`src/design/lspa_pkg.sv`:
```
// shared types, constants and color helpers of the led strip pattern animator
`default_nettype none

package lspa_pkg;

	localparam int STRIP_PIXELS_DEF = 64;
	localparam int QUEUE_DEPTH = 2;
	localparam int QUEUE_AW = $clog2(QUEUE_DEPTH);

	localparam logic [2:0] MODE_NONE    = 3'd0;
	localparam logic [2:0] MODE_RAINBOW = 3'd1;
	localparam logic [2:0] MODE_CHASE   = 3'd2;
	localparam logic [2:0] MODE_WIPE    = 3'd3;
	localparam logic [2:0] MODE_SCANNER = 3'd4;
	localparam logic [2:0] MODE_FADE    = 3'd5;

	localparam logic [2:0] REG_PATTERN_MODE = 3'd0;
	localparam logic [2:0] REG_INTERVAL_MS  = 3'd1;
	localparam logic [2:0] REG_COLOR_ONE    = 3'd2;
	localparam logic [2:0] REG_COLOR_TWO    = 3'd3;
	localparam logic [2:0] REG_FADE_STEPS   = 3'd4;
	localparam logic [2:0] REG_REVERSE      = 3'd5;
	localparam logic [2:0] REG_PIXEL_COUNT  = 3'd6;
	localparam logic [2:0] REG_FIRST_PIXEL  = 3'd7;

	localparam logic [4:0] DIV_LAST = 5'd23;

	typedef struct packed {
		logic [2:0]  pattern_mode;
		logic [7:0]  interval_ms;
		logic [23:0] color_one;
		logic [23:0] color_two;
		logic [15:0] fade_steps;
		logic        reverse;
		logic [5:0]  pixel_count;
		logic [5:0]  first_pixel;
	} cfg_t;

	typedef struct packed {
		logic [2:0]  mode;
		logic [15:0] idx;
		logic [15:0] total;
		logic        done;
	} job_t;

	typedef enum logic [2:0] {
		BK_IDLE,
		BK_FADE_MUL,
		BK_FADE_DIV,
		BK_PIX,
		BK_SCAN_RD,
		BK_SCAN_WR
	} bk_state_t;

	function automatic logic [23:0] wheel(input logic [7:0] pos);
		logic [7:0] p;
		logic [7:0] p3;
		p = 8'd255 - pos;
		if (p < 8'd85) begin
			p3 = p + p + p;
			wheel = {8'd255 - p3, 8'd0, p3};
		end else if (p < 8'd170) begin
			p = p - 8'd85;
			p3 = p + p + p;
			wheel = {8'd0, p3, 8'd255 - p3};
		end else begin
			p = p - 8'd170;
			p3 = p + p + p;
			wheel = {p3, 8'd255 - p3, 8'd0};
		end
	endfunction

	function automatic logic [23:0] dim_color(input logic [23:0] c);
		dim_color = {1'b0, c[23:17], 1'b0, c[15:9], 1'b0, c[7:1]};
	endfunction

	// base four digits, each worth one modulo three
	function automatic logic [1:0] mod3_16(input logic [15:0] v);
		logic [4:0] s;
		logic [2:0] t;
		s = 5'(v[1:0]) + 5'(v[3:2]) + 5'(v[5:4]) + 5'(v[7:6])
			+ 5'(v[9:8]) + 5'(v[11:10]) + 5'(v[13:12]) + 5'(v[15:14]);
		t = 3'(s[1:0]) + 3'(s[3:2]) + 3'(s[4]);
		if (t >= 3'd6) begin
			t = t - 3'd6;
		end else if (t >= 3'd3) begin
			t = t - 3'd3;
		end
		mod3_16 = t[1:0];
	endfunction

endpackage

`default_nettype wire

```
`src/design/led_strip_pattern_animator.sv`:
```
// top level of the led strip pattern animator: config registers, front, queue, back
//
// channel | dir | handshake            | payload
// in      | in  | in_valid / in_stall   | now_ms
// out     | out | out_valid / out_stall | pixel_address, pixel_color, last_write, cycle_done
// cfg     | in  | cfg_write             | cfg_index, cfg_data
//
// a tick is classified combinationally; due frames queue up, two deep
// rainbow, chase, wipe: one beat per cycle unless out_stall holds; scanner: store read state, then write state
// fade: per channel multiply and 24 step divide before its beats
// async reset; the pixel store reads as zero until written, through per pixel valid bits
// out_stall holds the output register and the back end; ticks still queue until full
`default_nettype none

module led_strip_pattern_animator import lspa_pkg::*; #(
	parameter int STRIP_PIXELS = STRIP_PIXELS_DEF
) (
	input  wire logic        clk,
	input  wire logic        arst_n,
	input  wire logic        cfg_write,
	input  wire logic [2:0]  cfg_index,
	input  wire logic [23:0] cfg_data,
	input  wire logic        in_valid,
	output logic             in_stall,
	input  wire logic [31:0] now_ms,
	output logic             out_valid,
	input  wire logic        out_stall,
	output logic [5:0]       pixel_address,
	output logic [23:0]      pixel_color,
	output logic             last_write,
	output logic             cycle_done
);

	cfg_t cfg_q;
	logic mode_clear;
	logic push;
	logic pop;
	logic q_full;
	logic q_empty;
	job_t push_job;
	job_t pop_job;

	assign mode_clear = cfg_write && (cfg_index == REG_PATTERN_MODE);

	always_ff @(posedge clk or negedge arst_n) begin
		if (!arst_n) begin
			cfg_q <= '{pattern_mode: MODE_NONE, interval_ms: 8'd0, color_one: 24'd0,
				color_two: 24'd0, fade_steps: 16'd1, reverse: 1'b0,
				pixel_count: 6'd1, first_pixel: 6'd0};
		end else if (cfg_write) begin
			unique case (cfg_index)
				REG_PATTERN_MODE: cfg_q.pattern_mode <= cfg_data[2:0];
				REG_INTERVAL_MS:  cfg_q.interval_ms  <= cfg_data[7:0];
				REG_COLOR_ONE:    cfg_q.color_one    <= cfg_data;
				REG_COLOR_TWO:    cfg_q.color_two    <= cfg_data;
				REG_FADE_STEPS:   cfg_q.fade_steps   <= cfg_data[15:0];
				REG_REVERSE:      cfg_q.reverse      <= cfg_data[0];
				REG_PIXEL_COUNT:  cfg_q.pixel_count  <= cfg_data[5:0];
				REG_FIRST_PIXEL:  cfg_q.first_pixel  <= cfg_data[5:0];
				default: ;
			endcase
		end
	end

	lspa_front #(
		.STRIP_PIXELS(STRIP_PIXELS)
	) u_front (
		.clk        (clk),
		.arst_n     (arst_n),
		.cfg        (cfg_q),
		.mode_clear (mode_clear),
		.in_valid   (in_valid),
		.in_stall   (in_stall),
		.now_ms     (now_ms),
		.q_full     (q_full),
		.push       (push),
		.job        (push_job)
	);

	lspa_queue u_queue (
		.clk      (clk),
		.arst_n   (arst_n),
		.push     (push),
		.push_job (push_job),
		.full     (q_full),
		.pop      (pop),
		.pop_job  (pop_job),
		.empty    (q_empty)
	);

	lspa_back #(
		.STRIP_PIXELS(STRIP_PIXELS)
	) u_back (
		.clk           (clk),
		.arst_n        (arst_n),
		.cfg           (cfg_q),
		.q_empty       (q_empty),
		.q_job         (pop_job),
		.pop           (pop),
		.out_valid     (out_valid),
		.out_stall     (out_stall),
		.pixel_address (pixel_address),
		.pixel_color   (pixel_color),
		.last_write    (last_write),
		.cycle_done    (cycle_done)
	);

endmodule

`default_nettype wire

```
`src/design/lspa_ram.sv`:
```
// generic single write port ram with registered read
`default_nettype none

module lspa_ram #(
	parameter int WIDTH = 24,
	parameter int DEPTH = 64
) (
	input  wire logic                     clk,
	input  wire logic                     we,
	input  wire logic [$clog2(DEPTH)-1:0] waddr,
	input  wire logic [WIDTH-1:0]         wdata,
	input  wire logic [$clog2(DEPTH)-1:0] raddr,
	output logic      [WIDTH-1:0]         rdata
);

	logic [WIDTH-1:0] mem_q [DEPTH];

	always_ff @(posedge clk) begin
		if (we) begin
			mem_q[waddr] <= wdata;
		end
		rdata <= mem_q[raddr];
	end

endmodule

`default_nettype wire

```
`src/design/lspa_front.sv`:
```
// front end: frame timing, step index and job classification
`default_nettype none

module lspa_front import lspa_pkg::*; #(
	parameter int STRIP_PIXELS = STRIP_PIXELS_DEF
) (
	input  wire logic        clk,
	input  wire logic        arst_n,
	input  wire cfg_t        cfg,
	input  wire logic        mode_clear,
	input  wire logic        in_valid,
	output logic             in_stall,
	input  wire logic [31:0] now_ms,
	input  wire logic        q_full,
	output logic             push,
	output job_t             job
);

	localparam logic [15:0] SCAN_TOTAL = 16'((STRIP_PIXELS - 1) * 2);

	logic [31:0] last_q;
	logic [15:0] step_q;
	logic [31:0] elapsed;
	logic        due;
	logic        active;
	logic        accept;
	logic [15:0] total_raw;
	logic [15:0] total;
	logic [16:0] fwd;
	logic [15:0] step_d;
	logic        done;

	assign elapsed  = now_ms - last_q;
	assign due      = elapsed > {24'd0, cfg.interval_ms};
	assign in_stall = q_full;
	assign accept   = in_valid && !in_stall;
	assign push     = accept && due && active;
	assign fwd      = {1'b0, step_q} + 17'd1;

	always_comb begin
		active = 1'b1;
		unique case (cfg.pattern_mode)
			MODE_RAINBOW: total_raw = 16'd255;
			MODE_CHASE,
			MODE_WIPE: total_raw = {10'd0, cfg.pixel_count};
			MODE_SCANNER: total_raw = SCAN_TOTAL;
			MODE_FADE: total_raw = cfg.fade_steps;
			default: begin
				total_raw = 16'd1;
				active = 1'b0;
			end
		endcase
		total = (total_raw == 16'd0) ? 16'd1 : total_raw;
		if (!cfg.reverse) begin
			if (fwd >= {1'b0, total}) begin
				step_d = 16'd0;
				done = 1'b1;
			end else begin
				step_d = fwd[15:0];
				done = 1'b0;
			end
		end else begin
			if (step_q <= 16'd1) begin
				step_d = total - 16'd1;
				done = 1'b1;
			end else begin
				step_d = step_q - 16'd1;
				done = 1'b0;
			end
		end
		job = '{mode: cfg.pattern_mode, idx: step_q, total: total, done: done};
	end

	always_ff @(posedge clk or negedge arst_n) begin
		if (!arst_n) begin
			last_q <= '0;
			step_q <= '0;
		end else begin
			if (mode_clear) begin
				step_q <= '0;
			end else if (push) begin
				step_q <= step_d;
			end
			if (accept && due) begin
				last_q <= now_ms;
			end
		end
	end

endmodule

`default_nettype wire

```
`src/design/lspa_queue.sv`:
```
// short job queue between front and back
`default_nettype none

module lspa_queue import lspa_pkg::*; (
	input  wire logic clk,
	input  wire logic arst_n,
	input  wire logic push,
	input  wire job_t push_job,
	output logic      full,
	input  wire logic pop,
	output job_t      pop_job,
	output logic      empty
);

	job_t                slot_q [QUEUE_DEPTH];
	logic [QUEUE_AW-1:0] wr_q;
	logic [QUEUE_AW-1:0] rd_q;
	logic [QUEUE_AW:0]   cnt_q;

	assign full    = cnt_q == (QUEUE_AW + 1)'(QUEUE_DEPTH);
	assign empty   = cnt_q == '0;
	assign pop_job = slot_q[rd_q];

	always_ff @(posedge clk) begin
		if (push) begin
			slot_q[wr_q] <= push_job;
		end
	end

	always_ff @(posedge clk or negedge arst_n) begin
		if (!arst_n) begin
			wr_q  <= '0;
			rd_q  <= '0;
			cnt_q <= '0;
		end else begin
			if (push) begin
				wr_q <= wr_q + 1'b1;
			end
			if (pop) begin
				rd_q <= rd_q + 1'b1;
			end
			if (push && !pop) begin
				cnt_q <= cnt_q + 1'b1;
			end else if (pop && !push) begin
				cnt_q <= cnt_q - 1'b1;
			end
		end
	end

endmodule

`default_nettype wire

```
`src/design/lspa_back.sv`:
```
// back end: fade divider, pixel sequencer, pixel store and output register
`default_nettype none

module lspa_back import lspa_pkg::*; #(
	parameter int STRIP_PIXELS = STRIP_PIXELS_DEF
) (
	input  wire logic        clk,
	input  wire logic        arst_n,
	input  wire cfg_t        cfg,
	input  wire logic        q_empty,
	input  wire job_t        q_job,
	output logic             pop,
	output logic             out_valid,
	input  wire logic        out_stall,
	output logic [5:0]       pixel_address,
	output logic [23:0]      pixel_color,
	output logic             last_write,
	output logic             cycle_done
);

	localparam int AW = $clog2(STRIP_PIXELS);
	localparam logic [7:0] QSTEP = 8'(256 / STRIP_PIXELS);
	localparam logic [7:0] RSTEP = 8'(256 % STRIP_PIXELS);
	localparam logic [7:0] STRIP8 = 8'(STRIP_PIXELS);

	bk_state_t         state_q, state_d;
	job_t              job_q;
	logic [6:0]        i_q;
	logic [1:0]        m_q;
	logic [7:0]        q_q;
	logic [7:0]        r_q;
	logic [1:0]        ch_q;
	logic [23:0]       num_q;
	logic [15:0]       rem_q;
	logic [4:0]        cnt_q;
	logic [23:0]       fade_col_q;
	logic [STRIP_PIXELS-1:0] vld_q;
	logic              rd_vld_q;
	logic [23:0]       rd_data;

	logic [15:0] base;
	logic [6:0]  count;
	logic [16:0] addr_w;
	logic        in_range;
	logic        is_last;
	logic [23:0] color;
	logic [17:0] mirror;
	logic        hit;
	logic        out_free;
	logic        emit;
	logic        advance;
	logic [15:0] e_idx;
	logic [15:0] t_minus_e;
	logic [7:0]  ch_a;
	logic [7:0]  ch_b;
	logic [23:0] prod_a;
	logic [23:0] prod_b;
	logic [16:0] trial;
	logic        qbit;
	logic [7:0]  r_sum;

	assign out_free = !out_valid || !out_stall;
	assign addr_w   = {1'b0, base} + {10'd0, i_q};
	assign in_range = (i_q < count) && (addr_w < 17'(STRIP_PIXELS));
	assign is_last  = ((i_q + 7'd1) == count) || (addr_w == 17'(STRIP_PIXELS - 1));
	assign mirror   = {2'b0, job_q.total} - {2'b0, job_q.idx};
	assign hit      = ({9'd0, i_q} == job_q.idx) || ({11'd0, i_q} == mirror);
	assign e_idx    = (job_q.idx > job_q.total) ? job_q.total : job_q.idx;
	assign t_minus_e = job_q.total - e_idx;
	assign prod_a   = {16'd0, ch_a} * {8'd0, t_minus_e};
	assign prod_b   = {16'd0, ch_b} * {8'd0, e_idx};
	assign trial    = {rem_q, num_q[23]};
	assign qbit     = trial >= {1'b0, job_q.total};
	assign r_sum    = r_q + RSTEP;

	always_comb begin
		unique case (ch_q)
			2'd0: begin
				ch_a = cfg.color_one[23:16];
				ch_b = cfg.color_two[23:16];
			end
			2'd1: begin
				ch_a = cfg.color_one[15:8];
				ch_b = cfg.color_two[15:8];
			end
			default: begin
				ch_a = cfg.color_one[7:0];
				ch_b = cfg.color_two[7:0];
			end
		endcase
	end

	always_comb begin
		unique case (job_q.mode)
			MODE_WIPE: begin
				base  = job_q.idx;
				count = 7'd1;
				color = cfg.color_one;
			end
			MODE_SCANNER: begin
				base  = {10'd0, cfg.pixel_count};
				count = {1'b0, cfg.pixel_count};
				color = hit ? cfg.color_one : (rd_vld_q ? dim_color(rd_data) : 24'd0);
			end
			MODE_FADE: begin
				base  = {10'd0, cfg.first_pixel};
				count = {1'b0, cfg.pixel_count};
				color = fade_col_q;
			end
			MODE_CHASE: begin
				base  = 16'd0;
				count = 7'(STRIP_PIXELS);
				color = (m_q == 2'd0) ? cfg.color_one : cfg.color_two;
			end
			default: begin
				base  = 16'd0;
				count = {1'b0, cfg.pixel_count};
				color = wheel(q_q + job_q.idx[7:0]);
			end
		endcase
	end

	always_comb begin
		state_d = state_q;
		pop     = 1'b0;
		emit    = 1'b0;
		advance = 1'b0;
		unique case (state_q)
			BK_IDLE: begin
				if (!q_empty) begin
					pop = 1'b1;
					if (q_job.mode == MODE_FADE) begin
						state_d = BK_FADE_MUL;
					end else if (q_job.mode == MODE_SCANNER) begin
						state_d = BK_SCAN_RD;
					end else begin
						state_d = BK_PIX;
					end
				end
			end
			BK_FADE_MUL: state_d = BK_FADE_DIV;
			BK_FADE_DIV: begin
				if (cnt_q == DIV_LAST) begin
					state_d = (ch_q == 2'd2) ? BK_PIX : BK_FADE_MUL;
				end
			end
			BK_PIX: begin
				if (!in_range) begin
					state_d = BK_IDLE;
				end else if (out_free) begin
					emit = 1'b1;
					if (is_last) begin
						state_d = BK_IDLE;
					end else begin
						advance = 1'b1;
					end
				end
			end
			BK_SCAN_RD: state_d = in_range ? BK_SCAN_WR : BK_IDLE;
			BK_SCAN_WR: begin
				if (out_free) begin
					emit = 1'b1;
					if (is_last) begin
						state_d = BK_IDLE;
					end else begin
						advance = 1'b1;
						state_d = BK_SCAN_RD;
					end
				end
			end
			default: state_d = BK_IDLE;
		endcase
	end

	always_ff @(posedge clk or negedge arst_n) begin
		if (!arst_n) begin
			state_q   <= BK_IDLE;
			vld_q     <= '0;
			out_valid <= 1'b0;
		end else begin
			state_q <= state_d;
			if (emit) begin
				vld_q[addr_w[AW-1:0]] <= 1'b1;
				out_valid <= 1'b1;
			end else if (!out_stall) begin
				out_valid <= 1'b0;
			end
		end
	end

	always_ff @(posedge clk) begin
		rd_vld_q <= vld_q[i_q[AW-1:0]];
		if (emit) begin
			pixel_address <= addr_w[5:0];
			pixel_color   <= color;
			last_write    <= is_last;
			cycle_done    <= job_q.done;
		end
		if (pop) begin
			job_q <= q_job;
			i_q   <= '0;
			m_q   <= mod3_16(q_job.idx);
			q_q   <= '0;
			r_q   <= '0;
			ch_q  <= '0;
		end else if (advance) begin
			i_q <= i_q + 7'd1;
			m_q <= (m_q == 2'd2) ? 2'd0 : m_q + 2'd1;
			if (r_sum >= STRIP8) begin
				r_q <= r_sum - STRIP8;
				q_q <= q_q + QSTEP + 8'd1;
			end else begin
				r_q <= r_sum;
				q_q <= q_q + QSTEP;
			end
		end
		if (state_q == BK_FADE_MUL) begin
			num_q <= prod_a + prod_b;
			rem_q <= '0;
			cnt_q <= '0;
		end
		if (state_q == BK_FADE_DIV) begin
			rem_q <= qbit ? 16'(trial - {1'b0, job_q.total}) : trial[15:0];
			num_q <= {num_q[22:0], qbit};
			cnt_q <= cnt_q + 5'd1;
			if (cnt_q == DIV_LAST) begin
				unique case (ch_q)
					2'd0: fade_col_q[23:16] <= {num_q[6:0], qbit};
					2'd1: fade_col_q[15:8]  <= {num_q[6:0], qbit};
					default: fade_col_q[7:0] <= {num_q[6:0], qbit};
				endcase
				ch_q <= ch_q + 2'd1;
			end
		end
	end

	lspa_ram #(
		.WIDTH(24),
		.DEPTH(STRIP_PIXELS)
	) u_store (
		.clk   (clk),
		.we    (emit),
		.waddr (addr_w[AW-1:0]),
		.wdata (color),
		.raddr (i_q[AW-1:0]),
		.rdata (rd_data)
	);

	a_emit_on_strip: assert property (@(posedge clk) disable iff (!arst_n)
		emit |-> addr_w < 17'(STRIP_PIXELS))
		else $error("pixel write beyond strip");

	a_quotient_fits: assert property (@(posedge clk) disable iff (!arst_n)
		(state_q == BK_FADE_DIV && cnt_q < 5'd16) |-> !qbit)
		else $error("fade quotient exceeds a byte");

	a_rem_bound: assert property (@(posedge clk) disable iff (!arst_n)
		state_q == BK_FADE_DIV |-> rem_q < job_q.total)
		else $error("divider remainder out of range");

	a_scan_in_range: assert property (@(posedge clk) disable iff (!arst_n)
		state_q == BK_SCAN_WR |-> in_range)
		else $error("scanner write without a pixel");

endmodule

`default_nettype wire
```
`config.mk`:
```
export PLATFORM = sky130hd
export DESIGN_NAME = led_strip_pattern_animator
export DESIGN_NICKNAME = d
export VERILOG_FILES = /design/src/design/lspa_pkg.sv /design/src/design/led_strip_pattern_animator.sv /design/src/design/lspa_ram.sv /design/src/design/lspa_front.sv /design/src/design/lspa_queue.sv /design/src/design/lspa_back.sv
export SDC_FILE = /design/constraint.sdc
export NUM_CORES = 2
export LEC_CHECK = 0
export ABC_AREA = 1
export BUFFER_PORTS_ARGS = -buffer_cell sky130_fd_sc_hd__clkbuf_2
export CORE_MARGIN = 2
export CORE_UTILIZATION = 55
export CTS_CLUSTER_DIAMETER = 60
export DETAILED_ROUTE_END_ITERATION = 16
export PLACE_DENSITY = 0.78
export SLEW_MARGIN = 15
export SYNTH_ARGS = -nofsm -noshare
export SYNTH_HDL_FRONTEND = slang
export SYNTH_SLANG_ARGS = --single-unit
```
`constraint.sdc`:
```
create_clock -name clk -period 18.8 [get_ports clk]
set_input_delay 3.76 -clock clk [delete_from_list [all_inputs] [get_ports clk]]
set_output_delay 3.76 -clock clk [all_outputs]
set_load 0.05 [all_outputs]
```
After elaboration in Yosys (flattened, before gate mapping)

Memory sizes are Yosys's and may differ from the RTL's. A register that Yosys moved wholly into a read port is not among the register bits.
Cells that the tools add are included.

Bits in registers: 373
Bits of input ports: 64
Memory bits (writable): 1608
Output and inout port bits: 34
Latch bits: 0
Memories: 2
Memory bits (read-only): 0
Word-level logic and storage cells: 252

Memory list:

| memory               | words | width | read ports | clocked after Yosys merged registers in | write ports | line             | text |
|---|---|---|---|---|---|---|---|
| u_back.u_store.mem_q | 64    | 24    | 1          | 1                                       | 1           | lspa_ram.sv:16   | `logic [WIDTH-1:0] mem_q [DEPTH];` |
| u_queue.slot_q       | 2     | 36    | 1          | 0                                       | 1           | lspa_queue.sv:15 | `job_t slot_q [QUEUE_DEPTH];` |

Equal/unequal tests: 38
Add/subtract/negate cells: 44
Reduce and logical (&&, ||, !) cells: 42
Shift operators: 0
Bitwise operators: 2
Div/mod/pow operators: 0
Magnitude comparators: 15
Multiply operators: 2
Muxes and demuxes: 71

Operators with widths:

| kind                  | number |
|---|---|
| $mux 16               | 10 |
| $mux 24               | 6 |
| $pmux 24 s4           | 1 |
| $or 64x64->64         | 1 |
| $pmux 16 s4           | 1 |
| $add 8x8->8           | 7 |
| $mul 8x16->24         | 2 |
| $pmux 16 s3           | 1 |
| $eq 3x3->1 const B    | 12 |
| $ge 17x16->1          | 2 |
| $gt 32x8->1           | 1 |
| $pmux 8 s2            | 2 |
| $sub 16x1->16 const B | 2 |
| $sub 16x16->16        | 2 |
| $sub 32x32->32        | 1 |
| $sub 8x8->8 const A   | 4 |
| $add 5x2->5           | 6 |
| $mux 3                | 10 |
| $add 24x24->24        | 1 |
| $eq 3x2->1 const B    | 8 |
| $mux 23               | 1 |
| $mux 2                | 11 |
| $mux 1                | 19 |
| $eq 7x18->1           | 1 |
| 56 further kinds      | 102 |

Logic depth before layout (Yosys ltp)

An unclocked memory read counts as a cell.

Depth after elaboration: 14
Depth in mapped cells: 55
Gate-level depth less buffers: 54

Modules after synthesis

A second synthesis with hierarchy kept.

Cell total of the unflattened synthesis: 10143
Area total of the unflattened synthesis: 100875.5 um^2

By module, submodules not included:

| module                     | instances | cells an instance | seq. area each (um^2) | area an instance (um^2) |
|---|---|---|---|---|
| lspa_ram                   | 1         | 5230              | 46604.7               | 62755.2 |
| lspa_back                  | 1         | 3134              | 6276.0                | 24634.9 |
| lspa_front                 | 1         | 1245              | 1201.2                | 7030.5 |
| led_strip_pattern_animator | 1         | 397               | 2204.6                | 3500.9 |
| lspa_queue                 | 1         | 137               | 2262.2                | 2954.1 |

Least setup slack after synthesis

OpenSTA, ideal clock, no wires.

Path kind: register to register
Start: register u_back.job_q[2] in the netlist's numbering
End: register u_back.num_q[23], data pin
Path buffers: 1
Required time: 18.546 ns
Clock period less this slack: 8.845 ns
Arrival: 8.592 ns
Setup time: 0.254 ns
Setup slack: 9.955 ns
Stages on the path, launching flop included: 53
Cell sequence: edfxtp_1 > ha_1 > nand3_1 > nand2_1 > nand3_1 > nand2_1 > nand2_1 > nand2_1 > nand2_1 > nand2_1 > buf_1 > nand2_1 > o21ai_1 > inv_1 > ha_1 > inv_1 > fa_1 > nand3_1 > [... 17 more ...] > fa_1 > inv_1 > fa_1 > inv_1 > fa_1 > inv_1 > fa_1 > inv_1 > ha_1 > a21oi_1 > o21ai_0 > a21oi_1 > nand3_1 > a21oi_1 > o21bai_1 > or2_2 > nand3_1 > nand2_1

Cells in the longest elaborated chain, start to end: 7
Elaborated cells between the ends (all ways): 8
Those cells by class: add/sub (2); mul (2); order compare (1); mux (3)

Ends and longest elaborated chain:

| what                   | line             | text |
|---|---|---|
| from (decl)            | lspa_back.sv:27  | `job_t job_q;` |
| from (signal assigned) | lspa_back.sv:200 | `job_q <= q_job;` |
| $gt 16x16->1           | lspa_back.sv:68  | `assign e_idx = (job_q.idx > job_q.total) ? job_q.total : job_q.idx;` |
| $mux 16                | lspa_back.sv:68  |  |
| $sub 16x16->16         | lspa_back.sv:69  | `assign t_minus_e = job_q.total - e_idx;` |
| $mul 8x16->24          | lspa_back.sv:70  | `assign prod_a = {16'd0, ch_a} * {8'd0, t_minus_e};` |
| $add 24x24->24 (*)     | lspa_back.sv:218 | `num_q <= prod_a + prod_b;` |
| $mux 24 (*)            | lspa_back.sv:217 | `if (state_q == BK_FADE_MUL) begin` |
| $mux 24 (*)            | lspa_back.sv:222 | `if (state_q == BK_FADE_DIV) begin` |
| to (signal assigned)   | lspa_back.sv:218 |  |
| to (signal assigned)   | lspa_back.sv:224 | `num_q <= {num_q[22:0], qbit};` |
| to (decl)              | lspa_back.sv:33  | `logic [23:0] num_q;` |

Mark *: on every way between the ends. The rest lies on a longest branch, timed or not. The select of a mux whose other input is x is not followed.
A chain may end at the register's enable or synchronous reset.

Worst setup path after layout

Start: register u_back.job_q[19] in the netlist's numbering
End: register u_back.num_q[23], data pin

Cells in the longest elaborated chain, start to end: 7
Elaborated cells between the ends (all ways): 8
Those cells by class: add/sub (2); mul (2); order compare (1); mux (3)

Ends and longest elaborated chain:

| what               | line |
|---|---|
| $gt 16x16->1       | lspa_back.sv:68 |
| $mux 16 (*)        | lspa_back.sv:68 |
| $sub 16x16->16     | lspa_back.sv:69 |
| $mul 8x16->24      | lspa_back.sv:70 |
| $add 24x24->24 (*) | lspa_back.sv:218 |
| $mux 24 (*)        | lspa_back.sv:217 |
| $mux 24 (*)        | lspa_back.sv:222 |

Marked as above.

==> qor.yml <==
run_status:
  status: "complete, no violations"
clock_network:
  cts-root-buf: "clkbuf_16"
  cts.sinks: 1804
  cts_tree: "done"
  cts_setup_buffers: 0
  cts_buffers: 186
  cts_resized: 0
  cts_buffer_depth: 3
  clkSlewWorstSetupHoldPaths_ps: 60
  htree_levels: 4
  holdBufCountCts: 0
  clk-insertion-delay-late_ps: 860
sta:
  tns_ps: 0
  whs_ps: 460.3
  finalWorstSetupSlack_ps: 8763
  hold_viol: 0
  fmax_mhz: 99.63
  max_slew_margin: 0.1518
  rsz0062_at_grt: "false"
  finClkSkew_ps: 76.32
  post-route-period-util: 0.5339
  tightest_slew_ps: 1240
  fin_crit_ps: 10040
  setup_viol: 0
  slew_viol_final: 0
floorplanning:
  chipWidth_um: 407.8
  start_util: 0.5521
  core-area_um2: 162400
  die_height_um: 407.8
  die_area_um2: 166300
  pin_count: 98
  rows: 148
synthesis:
  yosysWarnings: 0
  async_flop_share: 0.1153
  synth_top_area_frac: 0.5208
  synth.yosys.seq_area_share: 0.5880
  synth-main-ff-cell: "edfxtp_1"
  syn_nets: 9097
  yosys.area.top_type: "edfxtp_1"
  synth_cell_types: 63
  synth_edf_count: 1555
  ys_seq_elements: 1804
  synth_area_um2: 89660
  syn_inst: 8554
  postSynthAreaPerCell_um2: 10.48
  ys_top_cells_by_area: "edfxtp_1, dfrtp_1, o21ai_0, fa_1, nand2_1"
worst_setup_path:
  max_stage_delay_ps: 550
  cp_max_fo: 9
  crit_top_cell: "nand2_1"
  cp.buffers_inverters: 9
  critical_path_class: "reg2reg"
  ff2ff_path_depth: 51
  worstSetupEndpointType: "register"
  crit_family: "adder cells"
  cp-start-kind: "register"
  timing.rr.start: "u_back.job_q[19]$_DFFE_PP_"
  required_ps: 19340
  timing.rr.end: "u_back.num_q[23]$_DFFE_PP_"
  crit_path_top_delay_cell: "o21ai_1"
  cp_num_cells: 51
  arrival_ps: 10580
  r2r_slack_ps: 8760
flow_run:
  cap_violations: 0
finish:
  final_cell_mix: "edfxtp_1, nand2_1, nor2_1"
  n_fill_cell: 12550
  drive_gt1_frac: 0.07698
  area_delta_synth_final_pct: 10.31
  final_common_cell: "edfxtp_1"
  design_area_um2: 98900
  fin_nets: 9101
grt:
  grt_start_max_net_pins: 216
  grt_use_met3: 0.06144
  met2_usage: 0.4782
  gr-total-overflow: 0
  antenna_found_initial: 9
  grt_pass1_vias: 64990
  track_usage: 0.3050
  globalRoute.busiestLayer: "met2"
  grt_pass1_wl_um: 387300
  grtUsageMet1: 0.4151
hold_path:
  hp-start: "u_back.vld_q[26]$_DFFE_PN0P_"
  holdPathStages: 2
  hold_path.class: "reg2reg"
  holdPathEnd: "u_back.vld_q[26]$_DFFE_PN0P_"
placed_design:
  pre_cts_slack_ps: 8830
  port_buffers: 97
  gp_congestion: 0.9700
  post-dp-hpwl_um: 163200
  placed_cell_area_um2: 92800
drt:
  drcViolationCount: 0
  postRouteWirelength_um: 258600
  drt_iter0_markers: 9482
  wire_per_inst_um: 23.74
  via_count: 67080
  first_pass_iters: 8
  viasPerCell: 6.158
  drtAntennaViolNets: 0
-- tightest hold or removal path: stages, from the launching register on --
cell and delay [ps]:
dfrtp_1 320, inv_1 40, o21ai_0 60
-- Yosys cell counts, types with 7 or more instances --
| master | instances |
|---|---|
| a2111oi_0 | 9 |
| a211oi_1 | 11 |
| a21o_1 | 7 |
| a21oi_1 | 273 |
| a221oi_1 | 9 |
| a31oi_1 | 11 |
| buf_1 | 43 |
| buf_2 | 13 |
| clkbuf_1 | 364 |
| dfrtp_1 | 206 |
| dfxtp_1 | 41 |
| edfxtp_1 | 1555 |
| fa_1 | 229 |
| ha_1 | 250 |
| inv_1 | 868 |
| nand2_1 | 1216 |
| nand3_1 | 522 |
| nand3b_1 | 14 |
| nand4_1 | 46 |
| nor2_1 | 1184 |
| nor3_1 | 33 |
| nor4_1 | 7 |
| o211ai_1 | 13 |
| o21ai_0 | 990 |
| o21ai_1 | 16 |
| o21bai_1 | 36 |
| o221ai_1 | 343 |
| o22ai_1 | 21 |
| or2_2 | 33 |
| xnor2_1 | 40 |
| xor2_1 | 73 |
-- sequential cells by signal, summed over array words and instances, names as in the netlist, 5 cells and up --
signal	count
u_back.u_store.mem_q	1344
cfg_q	88
u_queue.slot_q	72
u_back.vld_q	64
u_back.job_q	36
u_front.last_q	32
u_back.fade_col_q	24
u_back.num_q	24
u_back.pixel_color	24
u_back.u_store.rdata	21
u_back.rem_q	16
u_front.step_q	16
u_back.q_q	8
u_back.i_q	7
u_back.pixel_address	6
u_back.cnt_q	5
-- worst max-delay path by stage --
| stage | start | to | slack, ps |
|---|---|---|---|
| after detailed placement | u_back.job_q[19]$_DFFE_PP_ | u_back.num_q[23]$_DFFE_PP_ | 8830 |
| after floorplan | u_back.job_q[2]$_DFFE_PP_ | u_back.num_q[23]$_DFFE_PP_ | 9950 |
| after CTS | u_back.job_q[19]$_DFFE_PP_ | u_back.num_q[23]$_DFFE_PP_ | 8780 |
| after global routing | u_back.job_q[19]$_DFFE_PP_ | u_back.num_q[23]$_DFFE_PP_ | 7910 |
| after global placement | u_back.job_q[19]$_DFFE_PP_ | u_back.num_q[23]$_DFFE_PP_ | 9010 |
| final | u_back.job_q[19]$_DFFE_PP_ | u_back.num_q[23]$_DFFE_PP_ | 8760 |
-- final cells by class --
class | count | area [um2] | area share
Tap cell | 2175 | 2721 | 0.02752
Sequential cell | 1804 | 52740 | 0.5333
Clock inverter | 109 | 1149 | 0.01161
Inverter | 876 | 3309 | 0.03346
Multi-Input combinational cell | 5449 | 32410 | 0.3277
Clock buffer | 237 | 4928 | 0.04983
Timing Repair Buffer | 241 | 1639 | 0.01657
Antenna cell | 2 | 5.005 | 0.00005060
-- cell families after synthesis --
logic type	after synthesis	synth area share
flops	1804	0.5880
fa+ha+maj	479	0.08602
simple gates	3086	0.1419
buf+inv	1301	0.05511
xor+xnor	116	0.01158
compound gates	1768	0.1173
-- through the flow --
stage,utilization,cells
floorplan,-,8554
global placement,0.5714,10540
detailed placement,0.5714,10540
CTS,0.6088,10890
global route,0.6090,10890
finish,0.6090,10890
-- layer usage --
| layer | vias to the layer above | wire length [um] |
|---|---|---|
| li1 | 29770 | - |
| met2 | 4113 | 118900 |
| met4 | 4 | 11490 |
| met3 | 629 | 28530 |
| met1 | 32560 | 99650 |
| met5 | - | 25 |
Power is not shown: default switching activity piles up to over one toggle a cycle in this logic, so the estimate is an artifact.
